<file path="src/hw/rtl/mpwm_pkg.sv">
package mpwm_pkg;

  // Widths fixed by the item format.
  localparam int CMD_W   = 2;
  localparam int CHAN_W  = 4;
  localparam int BYTE_W  = 8;
  localparam int STEP_W  = 7;

  // Reset values of the configuration registers.
  localparam logic [BYTE_W-1:0] PHASE_STEP_RST = 8'd7;
  localparam logic [BYTE_W-1:0] RAMP_STEP_RST  = 8'd8;

  typedef enum logic [CMD_W-1:0] {
    CMD_TICK      = 2'd0,
    CMD_SET_LEVEL = 2'd1,
    CMD_SET_PULSE = 2'd2,
    CMD_RSVD      = 2'd3
  } cmd_t;

  typedef enum logic [0:0] {
    REG_PHASE_STEP = 1'b0,
    REG_RAMP_STEP  = 1'b1
  } cfg_reg_t;

  // Per-channel control for one processed item.
  typedef struct packed {
    logic              wr_level;
    logic              wr_mode;
    logic              ramp;
    logic [BYTE_W-1:0] data;
  } chan_ctl_t;

endpackage

</file>
<file path="src/hw/rtl/mpwm_chan.sv">
module mpwm_chan (
  input  logic                          clk,
  input  logic                          rst_n,
  input  mpwm_pkg::chan_ctl_t           ctl,
  input  logic [mpwm_pkg::BYTE_W-1:0]   phase,
  output logic                          pwm_bit
);

  logic [mpwm_pkg::BYTE_W-1:0] level_r, level_nxt;
  logic [mpwm_pkg::BYTE_W-1:0] target_r, target_nxt;
  logic [mpwm_pkg::BYTE_W-1:0] mode_r, mode_nxt;
  logic [mpwm_pkg::STEP_W-1:0] step;
  logic                        step_nz;
  logic [mpwm_pkg::BYTE_W:0]   rise_sum;

  assign pwm_bit  = (level_r > phase);
  assign step     = mode_r[mpwm_pkg::BYTE_W-1:1];
  assign step_nz  = (step != '0);
  assign rise_sum = {1'b0, level_r} + {2'b00, step};

  always_comb begin
    level_nxt  = level_r;
    target_nxt = target_r;
    mode_nxt   = mode_r;
    if (ctl.wr_level) begin
      level_nxt  = ctl.data;
      target_nxt = ctl.data;
      mode_nxt   = '0;
    end else if (ctl.wr_mode) begin
      mode_nxt = ctl.data;
    end else if (ctl.ramp) begin
      if (mode_r[0]) begin
        // Falling: clamp at zero and turn around.
        if (step_nz && (level_r <= {1'b0, step})) begin
          level_nxt   = '0;
          mode_nxt[0] = 1'b0;
        end else begin
          level_nxt = level_r - {1'b0, step};
        end
      end else begin
        // Rising: clamp at the target and turn around.
        if (step_nz && (rise_sum >= {1'b0, target_r})) begin
          level_nxt   = target_r;
          mode_nxt[0] = 1'b1;
        end else begin
          level_nxt = rise_sum[mpwm_pkg::BYTE_W-1:0];
        end
      end
    end
  end

  always_ff @(posedge clk) begin
    if (!rst_n) begin
      level_r  <= '0;
      target_r <= '0;
      mode_r   <= '0;
    end else begin
      level_r  <= level_nxt;
      target_r <= target_nxt;
      mode_r   <= mode_nxt;
    end
  end

endmodule

</file>
<file path="src/hw/rtl/multichannel_pwm_with_breathing_ramp.sv">
// Multichannel PWM with a per-channel breathing ramp. Each input transfer
// carries a command: a tick compares every channel level with an 8-bit phase
// counter and reports one PWM bit per channel, set-level loads a channel's
// level and target and stops its ramp, and set-pulse loads the channel's
// mode byte (bit 0 falling, bits 7..1 ramp step). Every command yields exactly
// one result transfer with the current PWM bits and a changed flag that is
// set only when a tick altered the bits. Set commands for a channel number
// at or above CHANNELS, and the reserved command code, change nothing. The
// block takes one item per clock cycle when the output is not stalled; a
// result is offered on the output once its input transfer has loaded the
// input register and the result register has taken its result, and the rate
// is set by the single pass of compare and ramp logic between those two
// registers. The user must write phase_step and ramp_step through the cfg
// port only while the block is idle; the block does not enforce this.
module multichannel_pwm_with_breathing_ramp #(
  parameter int CHANNELS = 6
) (
  input  logic                         clk,
  input  logic                         rst_n,
  // Configuration write port.
  input  logic                         cfg_wr_en,
  input  logic [0:0]                   cfg_index,
  input  logic [mpwm_pkg::BYTE_W-1:0]  cfg_wdata,
  // Command channel.
  input  logic                         in_valid,
  output logic                         in_stall,
  input  logic [mpwm_pkg::CMD_W-1:0]   in_cmd,
  input  logic [mpwm_pkg::CHAN_W-1:0]  in_channel,
  input  logic [mpwm_pkg::BYTE_W-1:0]  in_value,
  // Result channel.
  output logic                         out_valid,
  input  logic                         out_stall,
  output logic [CHANNELS-1:0]          out_pwm_bits,
  output logic                         out_changed
);

  localparam int CW = mpwm_pkg::CHAN_W;

  // Configuration registers.
  logic [mpwm_pkg::BYTE_W-1:0] phase_step_r;
  logic [mpwm_pkg::BYTE_W-1:0] ramp_step_r;

  always_ff @(posedge clk) begin
    if (!rst_n) begin
      phase_step_r <= mpwm_pkg::PHASE_STEP_RST;
      ramp_step_r  <= mpwm_pkg::RAMP_STEP_RST;
    end else if (cfg_wr_en) begin
      if (cfg_index == mpwm_pkg::REG_PHASE_STEP) begin
        phase_step_r <= cfg_wdata;
      end else begin
        ramp_step_r <= cfg_wdata;
      end
    end
  end

  // Input register. It holds one command until the result register can take
  // its result; the input side stalls only while a held command cannot move.
  logic                        s1_valid_r;
  logic [mpwm_pkg::CMD_W-1:0]  s1_cmd_r;
  logic [CW-1:0]               s1_channel_r;
  logic [mpwm_pkg::BYTE_W-1:0] s1_value_r;
  logic                        out_free;
  logic                        fire;
  logic                        in_xfer;

  assign out_free = !out_valid || !out_stall;
  assign fire     = s1_valid_r && out_free;
  assign in_stall = s1_valid_r && !out_free;
  assign in_xfer  = in_valid && !in_stall;

  always_ff @(posedge clk) begin
    if (!rst_n) begin
      s1_valid_r <= 1'b0;
    end else if (in_xfer) begin
      s1_valid_r <= 1'b1;
    end else if (fire) begin
      s1_valid_r <= 1'b0;
    end
  end

  always_ff @(posedge clk) begin
    if (in_xfer) begin
      s1_cmd_r     <= in_cmd;
      s1_channel_r <= in_channel;
      s1_value_r   <= in_value;
    end
  end

  // Global tick state: phase counter, ramp divider and the last PWM bits.
  logic [mpwm_pkg::BYTE_W-1:0] phase_r, phase_nxt;
  logic [mpwm_pkg::BYTE_W-1:0] div_r, div_nxt;
  logic [CHANNELS-1:0]         last_bits_r;
  logic [CHANNELS-1:0]         bits;
  logic                        is_tick;
  logic                        is_set_level;
  logic                        is_set_pulse;
  logic                        ramp_en;
  logic                        tick_fire;

  assign is_tick      = (s1_cmd_r == mpwm_pkg::CMD_TICK);
  assign is_set_level = (s1_cmd_r == mpwm_pkg::CMD_SET_LEVEL);
  assign is_set_pulse = (s1_cmd_r == mpwm_pkg::CMD_SET_PULSE);
  assign tick_fire    = fire && is_tick;

  // The divider steps once per PWM period, on the tick that sees phase zero;
  // the ramp moves every level when the divider wraps to zero.
  always_comb begin
    phase_nxt = phase_r;
    div_nxt   = div_r;
    if (tick_fire) begin
      phase_nxt = phase_r + phase_step_r;
      if (phase_r == '0) begin
        div_nxt = div_r + ramp_step_r;
      end
    end
  end

  assign ramp_en = tick_fire && (phase_r == '0) && (div_nxt == '0);

  always_ff @(posedge clk) begin
    if (!rst_n) begin
      phase_r     <= '0;
      div_r       <= '0;
      last_bits_r <= '0;
    end else begin
      phase_r <= phase_nxt;
      div_r   <= div_nxt;
      if (tick_fire) begin
        last_bits_r <= bits;
      end
    end
  end

  // One slice per channel. The PWM bit uses the level before any ramp move
  // of the same tick.
  for (genvar i = 0; i < CHANNELS; i++) begin : g_chan
    mpwm_pkg::chan_ctl_t ctl;
    logic                sel;

    assign sel          = (s1_channel_r == CW'(i));
    assign ctl.wr_level = fire && is_set_level && sel;
    assign ctl.wr_mode  = fire && is_set_pulse && sel;
    assign ctl.ramp     = ramp_en;
    assign ctl.data     = s1_value_r;

    mpwm_chan u_chan (
      .clk     (clk),
      .rst_n   (rst_n),
      .ctl     (ctl),
      .phase   (phase_r),
      .pwm_bit (bits[i])
    );
  end

  // Result register. Non-tick commands report the held bits unchanged.
  logic                out_valid_r;
  logic [CHANNELS-1:0] out_pwm_bits_r;
  logic                out_changed_r;

  always_ff @(posedge clk) begin
    if (!rst_n) begin
      out_valid_r <= 1'b0;
    end else if (fire) begin
      out_valid_r <= 1'b1;
    end else if (!out_stall) begin
      out_valid_r <= 1'b0;
    end
  end

  always_ff @(posedge clk) begin
    if (!rst_n) begin
      out_pwm_bits_r <= '0;
      out_changed_r  <= 1'b0;
    end else if (fire) begin
      out_pwm_bits_r <= is_tick ? bits : last_bits_r;
      out_changed_r  <= is_tick && (bits != last_bits_r);
    end
  end

  assign out_valid    = out_valid_r;
  assign out_pwm_bits = out_pwm_bits_r;
  assign out_changed  = out_changed_r;

  // While a result is valid, the result register mirrors the bits held for the next result.
  a_out_tracks_last: assert property (@(posedge clk) disable iff (!rst_n)
    out_valid_r |-> (out_pwm_bits_r == last_bits_r))
    else $error("result bits differ from held PWM bits");

  // Only ticks may report a change.
  a_changed_only_tick: assert property (@(posedge clk) disable iff (!rst_n)
    (fire && !is_tick) |=> !out_changed_r)
    else $error("changed flag set by a set command");

  // Set commands and idle cycles leave the phase counter alone.
  a_phase_only_tick: assert property (@(posedge clk) disable iff (!rst_n)
    !tick_fire |=> $stable(phase_r))
    else $error("phase moved without a tick");

  // A held command is not dropped while the result side is blocked.
  a_hold_s1: assert property (@(posedge clk) disable iff (!rst_n)
    (s1_valid_r && !fire) |=> s1_valid_r)
    else $error("held command lost");

endmodule
</file>
<file path="config.mk">
export PLATFORM = sky130hd
export DESIGN_NAME = multichannel_pwm_with_breathing_ramp
export DESIGN_NICKNAME = d
export VERILOG_FILES = /design/src/hw/rtl/mpwm_pkg.sv /design/src/hw/rtl/mpwm_chan.sv /design/src/hw/rtl/multichannel_pwm_with_breathing_ramp.sv
export SDC_FILE = /design/constraint.sdc
export NUM_CORES = 1
export LEC_CHECK = 0
export ABC_AREA = 1
export ABC_CLOCK_PERIOD_IN_PS = 3200
export BUFFER_PORTS_ARGS = -buffer_cell sky130_fd_sc_hd__buf_2
export CAP_MARGIN = 20
export CORE_MARGIN = 2
export CORE_UTILIZATION = 45
export DETAILED_ROUTE_END_ITERATION = 8
export GPL_TIMING_DRIVEN = 0
export SLEW_MARGIN = 20
export SYNTH_ARGS = -nofsm -noshare
export SYNTH_HDL_FRONTEND = slang
export SYNTH_SLANG_ARGS = --single-unit
export TNS_END_PERCENT = 1
</file>
<file path="constraint.sdc">
create_clock -name clk -period 3.2 [get_ports clk]
set_input_delay 0.16 -clock clk [delete_from_list [all_inputs] [get_ports clk]]
set_output_delay 0.16 -clock clk [all_outputs]
set_load 0.05 [all_outputs]
</file>
==> results.yml, run 1 <==
outcome:
  status: "finished clean"
logic_synthesis:
  synth-xor-area-share: 0.03417
  synth_top_family_by_area: "simple AND/OR/NAND/NOR gates"
  synth-edff-count: 14
  synth_cells: 2439
  synth.avg_cell_area_sq_um: 6.726
  async_flop_share: 0
  synth_compound_area_frac: 0.1283
  ys_ff_latch: 205
  syn_area_sq_um: 16400
  ys_warn_count: 0
  synth_mux_area_frac: 0
  synth-main-ff-cell: "dfxtp_1"
  ys_types: 44
  syn_nets: 2675
  yosysSeqAreaShare: 0.2587
  synth_fa_ha_area_frac: 0.1651
  synthSimpleGateAreaFrac: 0.3189
critical_path:
  cp.arrival_ns: 3.55
  cp_common_cell: "nand2_1"
  rrSetupSlack_ns: 0.13
  critPathBufInv: 4
  crit_family: "simple AND/OR/NAND/NOR gates"
  end_kind: "flop"
  r2r-start: "g_chan[0].u_chan.mode_r[3]"
  r2r.worst_path.cells: 22
  crit_path_start_kind: "flop"
  critPathSlowestCell: "ha_2"
  reg2reg_to: "g_chan[0].u_chan.level_r[2]"
  cp.required_ns: 3.68
  path_cells: "inv_1 > ha_2 > inv_2 > nand2_1 > nand2_1 > a31oi_1 > xor2_1 > inv_1 > ha_1 > nand2_1 > inv_1 > nand3_1 > nor2_1 > nor2_1 > nand2_1 > nor2_4 > nand2_4 > nand2_4 > nand3_1 > nand3_2 > nand2_1 > a21oi_1"
  cpPeakStageDelay_ns: 0.42
  critPathKind: "flop to flop"
  worstPathMaxFanout: 8
floorplanning:
  io_pins: 37
  die_w_um: 194.9
  die_h_um: 194.9
  initial_core_util: 0.4590
  dieArea_sq_um: 38000
  rows: 69
  coreArea_sq_um: 35740
power_and_ir_drop:
  p_seq_frac: 0.383
  vdd.ir_drop.worst_uv: 357.1
  switching_share: 0.3033
  power_mw: 7.160
  leakagePower_nw: 9.295
  power.share.clock: 0.423
  pwr_density_cell_nw_per_um2: 373.3
  switchingPower_mw: 2.172
  internal_power_mw: 4.988
  comb_power_share: 0.194
clocking:
  cts_sinks: 205
  clockBufferDepth: 3
  cts_tree: "done"
  h-tree-depth: 1
  cts.root.buffer_cell: "clkbuf_16"
  numCtsBuffers: 26
  clock_latency_ns: 0.55
  clkTransAtPathRegs_ns: 0.06
final_layout:
  synthToLayoutAreaGrowth_pct: 16.93
  fin_nets: 2782
  drive_above_1_share: 0.1182
  diodes: 0
worst_hold_path:
  hold_class: "input pin to flop"
  hold_start: "cfg_index"
  worstHoldEndpoint: "phase_step_r[2]"
  hold_depth: 4
timing:
  finClkSkew_ns: 0.02384
  final.setup.tns_ns: 0
  setup_viol: 0
  final-hold-violation-count: 0
  rsz0062_at_grt: "true"
  clock.fmax_mhz: 326.2
  relSlewSlack: 0.3966
  finalMaxSlewViolations: 0
  worst_pin_slew_ns: 0.9051
  min_period_ns: 3.066
  period_share: 0.9581
drt:
  wl_mm: 53.60
  vias: 16840
  ant_nets: 0
  drt_iter0_markers: 1469
  first_pass_iters: 5
  route.detailed.drc: 0
  route.detailed.wl_per_inst_um: 17.72
  avgViaCountPerCell: 5.568
global_route:
  track_usage: 0.2724
  grt_pass1_wl_mm: 82.53
  grt_pass1_vias: 15520
  grt_start_max_net_pins: 15
  grt_overflow: 0
  antenna_found_initial: 0
run:
  cap_violations: 0
placed_design:
  dp.final_hpwl_mm: 40.42
  portBuffers: 35
  globalplace.congestion: 0.9280
tightest hold or removal path, delay by kind of cell:
kind / cells / cell delay, ns
AND/OR/NAND/NOR: 3 / 0.28
buffers and inverters: 1 / 0.09
layer usage:
| metal | track usage | wire length [um] |
|---|---|---|
| met1 | 0.3788 | 24900 |
| met2 | 0.4405 | 23750 |
| met4 | 0.07662 | 1499 |
| met5 | 0 | 0 |
| met3 | 0.03748 | 3451 |
sequential cells by signal, indices dropped and copies added, names as in the netlist:
register,flops
out_pwm_bits,6
out_valid,1
g_chan.u_chan.mode_r,48
phase_step_r,8
s1_valid_r,1
out_changed,1
s1_value_r,8
s1_cmd_r,2
g_chan.u_chan.level_r,48
g_chan.u_chan.target_r,48
phase_r,8
last_bits_r,6
s1_channel_r,4
div_r,8
ramp_step_r,8
per-stage QoR:
step                  util  hold slack (ns)  std cells  worst slack [ns]  area [sq um]
global route        0.5367          0.08114       3025          -0.06746         19180
floorplan                -           0.2589       2439            0.1695         16400
finish              0.5367          0.04783       3025            0.1339         19180
CTS                 0.5163          0.02803       3006          0.002360         18450
detailed placement  0.4800           0.3385       2935           -0.4580         17160
global placement    0.4800           0.3411       2935           -0.4375         17160
synthesized netlist by cell type (5+ instances only):
master,number,area [sq um]
nand4_1,103,644.4
xor2_1,54,473.0
clkbuf_1,60,225.2
a211oi_1,12,90.09
a21o_1,5,37.54
inv_1,304,1141
nor3_1,19,95.09
o21ai_1,7,35.03
a31oi_1,16,100.1
nand2_1,536,2012
xnor2_1,10,87.58
ha_1,194,2427
o21ai_0,123,615.6
fa_1,14,280.3
clkinv_1,10,37.54
nand3b_1,46,345.3
nor4_1,8,50.05
edfxtp_1,14,420.4
inv_2,7,26.28
nor2_1,205,769.5
o22ai_1,16,100.1
buf_1,6,22.52
dfxtp_1,191,3824
or2_2,6,37.54
buf_2,9,45.04
o21bai_1,8,60.06
o21a_1,6,45.04
nand3_1,228,1141
a21oi_1,195,975.9
placed cells by master, fill, tap and decap left out, types with 7 or more instances in the layout:
| cell | synthesis | layout |
|---|---|---|
| dlygate4sd3_1 | 0 | 24 |
| o21ai_1 | 7 | 9 |
| nand2_1 | 536 | 515 |
| nand3_1 | 228 | 213 |
| nor2_1 | 205 | 198 |
| o22ai_1 | 16 | 16 |
| xor2_1 | 54 | 41 |
| nor4_1 | 8 | 8 |
| dfxtp_1 | 191 | 160 |
| buf_2 | 9 | 40 |
| clkinv_1 | 10 | 7 |
| nand3_2 | 0 | 13 |
| dfxtp_2 | 0 | 29 |
| fa_1 | 14 | 8 |
| inv_2 | 7 | 18 |
| ha_1 | 194 | 166 |
| a211oi_1 | 12 | 12 |
| nand4_1 | 103 | 103 |
| clkbuf_16 | 0 | 28 |
| xor2_2 | 0 | 13 |
| nor3_1 | 19 | 19 |
| a21oi_2 | 0 | 19 |
| a31oi_1 | 16 | 14 |
| o21bai_1 | 8 | 7 |
| inv_1 | 304 | 295 |
| nor2_2 | 4 | 7 |
| buf_4 | 1 | 32 |
| xnor2_1 | 10 | 10 |
| ha_4 | 0 | 16 |
| nand2_2 | 3 | 17 |
| nand3b_1 | 46 | 46 |
| clkbuf_1 | 60 | 54 |
| o21ai_0 | 123 | 120 |
| edfxtp_1 | 14 | 14 |
| nand2_4 | 1 | 11 |
| ha_2 | 0 | 12 |
| a21oi_1 | 195 | 176 |
power by group through the flow:
stage,Sequential (mW),Clock (mW),Combinational [mW]
floorplan,2.76,0,0.895
global placement,2.79,0,1.20
detailed placement,2.79,0,1.21
CTS,2.74,3.07,1.28
global route,2.75,3.17,1.55
finish,2.74,3.03,1.39
worst max-delay path by stage:
| stage | slack [ns] | start | end | cells after the start |
|---|---|---|---|---|
| 6_report | 0.13 | g_chan[0].u_chan.mode_r[3] | g_chan[0].u_chan.level_r[2] | 22 |
| 4_1_cts | 0.002 | g_chan[0].u_chan.mode_r[3] | g_chan[0].u_chan.level_r[5] | 23 |
| 5_1_grt | -0.07 | g_chan[0].u_chan.mode_r[3] | g_chan[0].u_chan.level_r[2] | 22 |
| 3_3_place_gp | -0.44 | g_chan[1].u_chan.mode_r[4] | g_chan[1].u_chan.level_r[7] | 22 |
| 3_5_place_dp | -0.46 | g_chan[2].u_chan.mode_r[4] | g_chan[2].u_chan.level_r[4] | 22 |
| 2_1_floorplan | 0.17 | g_chan[1].u_chan.mode_r[4] | g_chan[1].u_chan.level_r[6] | 22 |
logic make-up after synthesis:
| logic type | Yosys count |
|---|---|
| buf+inv | 402 |
| xor+xnor | 64 |
| compound gates | 394 |
| simple gates | 1166 |
| fa+ha+maj | 208 |
| flops | 205 |
area by class of cell:
cell class / count / area [sq um]
tap: 461 / 576.8
sequential: 205 / 4288
timing repair buffer: 88 / 633.1
buffer: 68 / 310.3
clock inverter: 9 / 97.59
clock buffer: 37 / 774.5
inverter: 322 / 1215
multi-input combinational: 1835 / 11290
fill: 3528 / 16560
repair_timing:
action	in CTS	in global routing
buffers inserted	4	25
pin swaps	6	44
cloned	1	2
gates resized for setup	40	155
hold buffers	24	0
setup endpoints to repair	53	54
endpoints found under the hold margin	32	0
Note: power is estimated with default switching activity, not from simulation.
==> run 2: changes to the inputs <==
--- a/config.mk
+++ b/config.mk
@@ -15,2 +15,3 @@
 export GPL_TIMING_DRIVEN = 0
+export HOLD_SLACK_MARGIN = 0.15
 export SLEW_MARGIN = 20
--- a/constraint.sdc
+++ b/constraint.sdc
@@ -3,2 +3,2 @@
 set_output_delay 0.16 -clock clk [all_outputs]
-set_load 0.05 [all_outputs]
+set_load 0.1 [all_outputs]
==> run 2 against run 1 <==
  * Clock skew is 0.011 ns lower
  * Setup slack worse by 0.071 ns
  * Worst hold slack better by 0.28 ns
  * Critical path depth is 2 lower
  * Register-to-register slack worse by 0.07 ns
  * Core utilization is 0.63 points higher
  * Combinational power hardly changed
  * Critical path type unchanged
  * Critical endpoint is now g_chan[1].u_chan.level_r[6]
  * Largest cell class unchanged
==> results.yml, run 2 (same netlist as run 1, synthesis figures left out) <==
final_layout:
  drive_above_1_share: 0.1318
  finalInstanceArea_sq_um: 19410
  diodes: 0
  final_common_cell: "nand2_1"
  reg_top3: "g_chan.u_chan.level_r x48, g_chan.u_chan.mode_r x48, g_chan.u_chan.target_r x48"
  nFillCells: 3574
  fin_nets: 2796
  final_core_util: 0.5430
  final_cell_mix: "nand2_1, inv_1, nand3_1"
  synthToLayoutAreaGrowth_pct: 18.31
  fin_cells: 3040
critical_path:
  r2r.worst_path.cells: 20
  cp.arrival_ns: 3.58
  cp.required_ns: 3.64
  worstPathMaxFanout: 8
  cpPeakStageDelay_ns: 0.41
  critPathKind: "flop to flop"
  path_cells: "ha_4 > fa_2 > nand3_2 > nand2_2 > xor2_1 > ha_1 > nand2_1 > or2_2 > nor2_1 > nor2_1 > nand2_1 > nand2_1 > nand2_2 > nand2_4 > nand3_2 > nand3_2 > nand2_1 > clkinv_1 > nor2_2 > nor2_1"
  crit_path_start_kind: "flop"
  critPathSlowestCell: "fa_2"
  end_kind: "flop"
  cp_common_cell: "nand2_1"
power_and_ir_drop:
  internal_power_mw: 4.846
  comb_power_share: 0.200
  power.share.clock: 0.412
  p_seq_frac: 0.388
  leakagePower_nw: 9.379
  pwr_density_cell_nw_per_um2: 364.2
  switchingPower_mw: 2.223
  switching_share: 0.3145
  power_mw: 7.069
  vdd.ir_drop.worst_uv: 383.9
global_route:
  grt_pass1_vias: 16220
  grt_start_max_net_pins: 15
  antenna_found_initial: 0
  track_usage: 0.2842
  grt_pass1_wl_mm: 86.06
  grt_overflow: 0
placed_design:
  dp.final_hpwl_mm: 41.62
  portBuffers: 35
  globalplace.congestion: 0.9136
  dpl_cell_area_sq_um: 17160
  dp.cells: 2935
timing:
  worst_pin_slew_ns: 0.9646
  final-hold-violation-count: 0
  clock.fmax_mhz: 318.8
  rsz0062_at_grt: "true"
  finalMaxSlewViolations: 0
  setup_viol: 0
  period_share: 0.9802
  min_period_ns: 3.137
  relSlewSlack: 0.3569
  finClkSkew_ns: 0.01278
floorplanning:
  dieArea_sq_um: 38000
  rows: 69
  die_h_um: 194.9
  io_pins: 37
  initial_core_util: 0.4590
  die_w_um: 194.9
  coreArea_sq_um: 35740
worst_hold_path:
  hold_depth: 2
  hold_class: "input pin to flop"
drt:
  ant_nets: 0
  route.detailed.drc: 0
  wl_mm: 55.32
  first_pass_iters: 6
  drt_iter0_markers: 1212
  route.detailed.wl_per_inst_um: 18.20
  avgViaCountPerCell: 5.560
  vias: 16900
clocking:
  cts_tree: "done"
  clkTransAtPathRegs_ns: 0.06
  clockBufferDepth: 3
  numCtsBuffers: 26
  h-tree-depth: 1
  clock_latency_ns: 0.55
  cts_sinks: 205
  cts.root.buffer_cell: "clkbuf_16"
run:
  cap_violations: 0
outcome:
  status: "finished clean"
[run 2: cell count changes in the layout (fill, tap and decap cells not counted), moves of 4 or more]
cell and delta:
nor2_2 +11, buf_4 +4, nand3_1 -16, nand3_2 +16
dlygate4sd3_1 +9, ha_1 -4, nor2_1 -9
[run 2: path summary, 6_finish.rpt]
| path | startpoint | end | slack [ns] |
|---|---|---|---|
| setup / recovery | g_chan[1].u_chan.mode_r[1] | g_chan[1].u_chan.level_r[6] | 0.06 |
| hold / removal | in_channel[1] | s1_channel_r[1] | 0.32 |
| setup reg to reg | g_chan[1].u_chan.mode_r[1] | g_chan[1].u_chan.level_r[6] | 0.06 |
| hold reg to reg | g_chan[3].u_chan.mode_r[1] | g_chan[3].u_chan.mode_r[1] | 0.49 |
[run 2: final cells by class]
type | count | area [sq um] | area share
repair buffers | 103 | 768.2 | 0.03958
inverters | 322 | 1219 | 0.06279
flip-flops and latches | 205 | 4292 | 0.2211
well taps | 461 | 576.8 | 0.02972
clock buffers | 38 | 777.0 | 0.04004
clock inverters | 9 | 60.06 | 0.003095
multi-input cells | 1834 | 11400 | 0.5873
plain buffers | 68 | 317.8 | 0.01638
[run 2: timing repair]
item / in CTS / in global routing
gates resized for setup: 38 / 189
hold endpoints to repair: 32 / 0
gates cloned: 1 / 1
endpoints found under the setup margin: 53 / 54
buffers inserted: 8 / 27
pin swaps: 5 / 66
hold buffers: 33 / 0
[run 2: layer usage]
layer,track usage,vias to the layer above,wire length [um]
li1,-,8382,-
met1,0.3692,7827,24430
met2,0.4706,556,25020
met3,0.04807,137,3511
met4,0.1094,0,2359
met5,0,-,0
[run 2: critical path, delay by kind of cell (launching register included)]
kind | cells | cell delay (ns)
buffers and inverters | 1 | 0.07
adder cells (fa/ha/maj) | 3 | 0.89
AND/OR/NAND/NOR | 15 | 1.53
XOR/XNOR | 1 | 0.18
flip-flops | 1 | 0.35
[run 2: power groups by stage]
stage / registers, mW / clock network (mW) / logic, mW
floorplan: 2.77 / 0 / 0.896
global placement: 2.79 / 0 / 1.22
detailed placement: 2.79 / 0 / 1.23
CTS: 2.74 / 2.93 / 1.31
global route: 2.75 / 3.03 / 1.58
finish: 2.74 / 2.91 / 1.41
[run 2: through the flow]
stage                     worst slack, ns  TNS, ns  hold slack (ns)
after CTS                        -0.04511  -0.1235           0.3028
after global placement            -0.4574   -11.82           0.3389
after detailed placement          -0.4561   -13.04           0.3398
after floorplan                    0.1695        0           0.2589
final                             0.06332        0           0.3240
after global routing             -0.09493   -1.406           0.3125
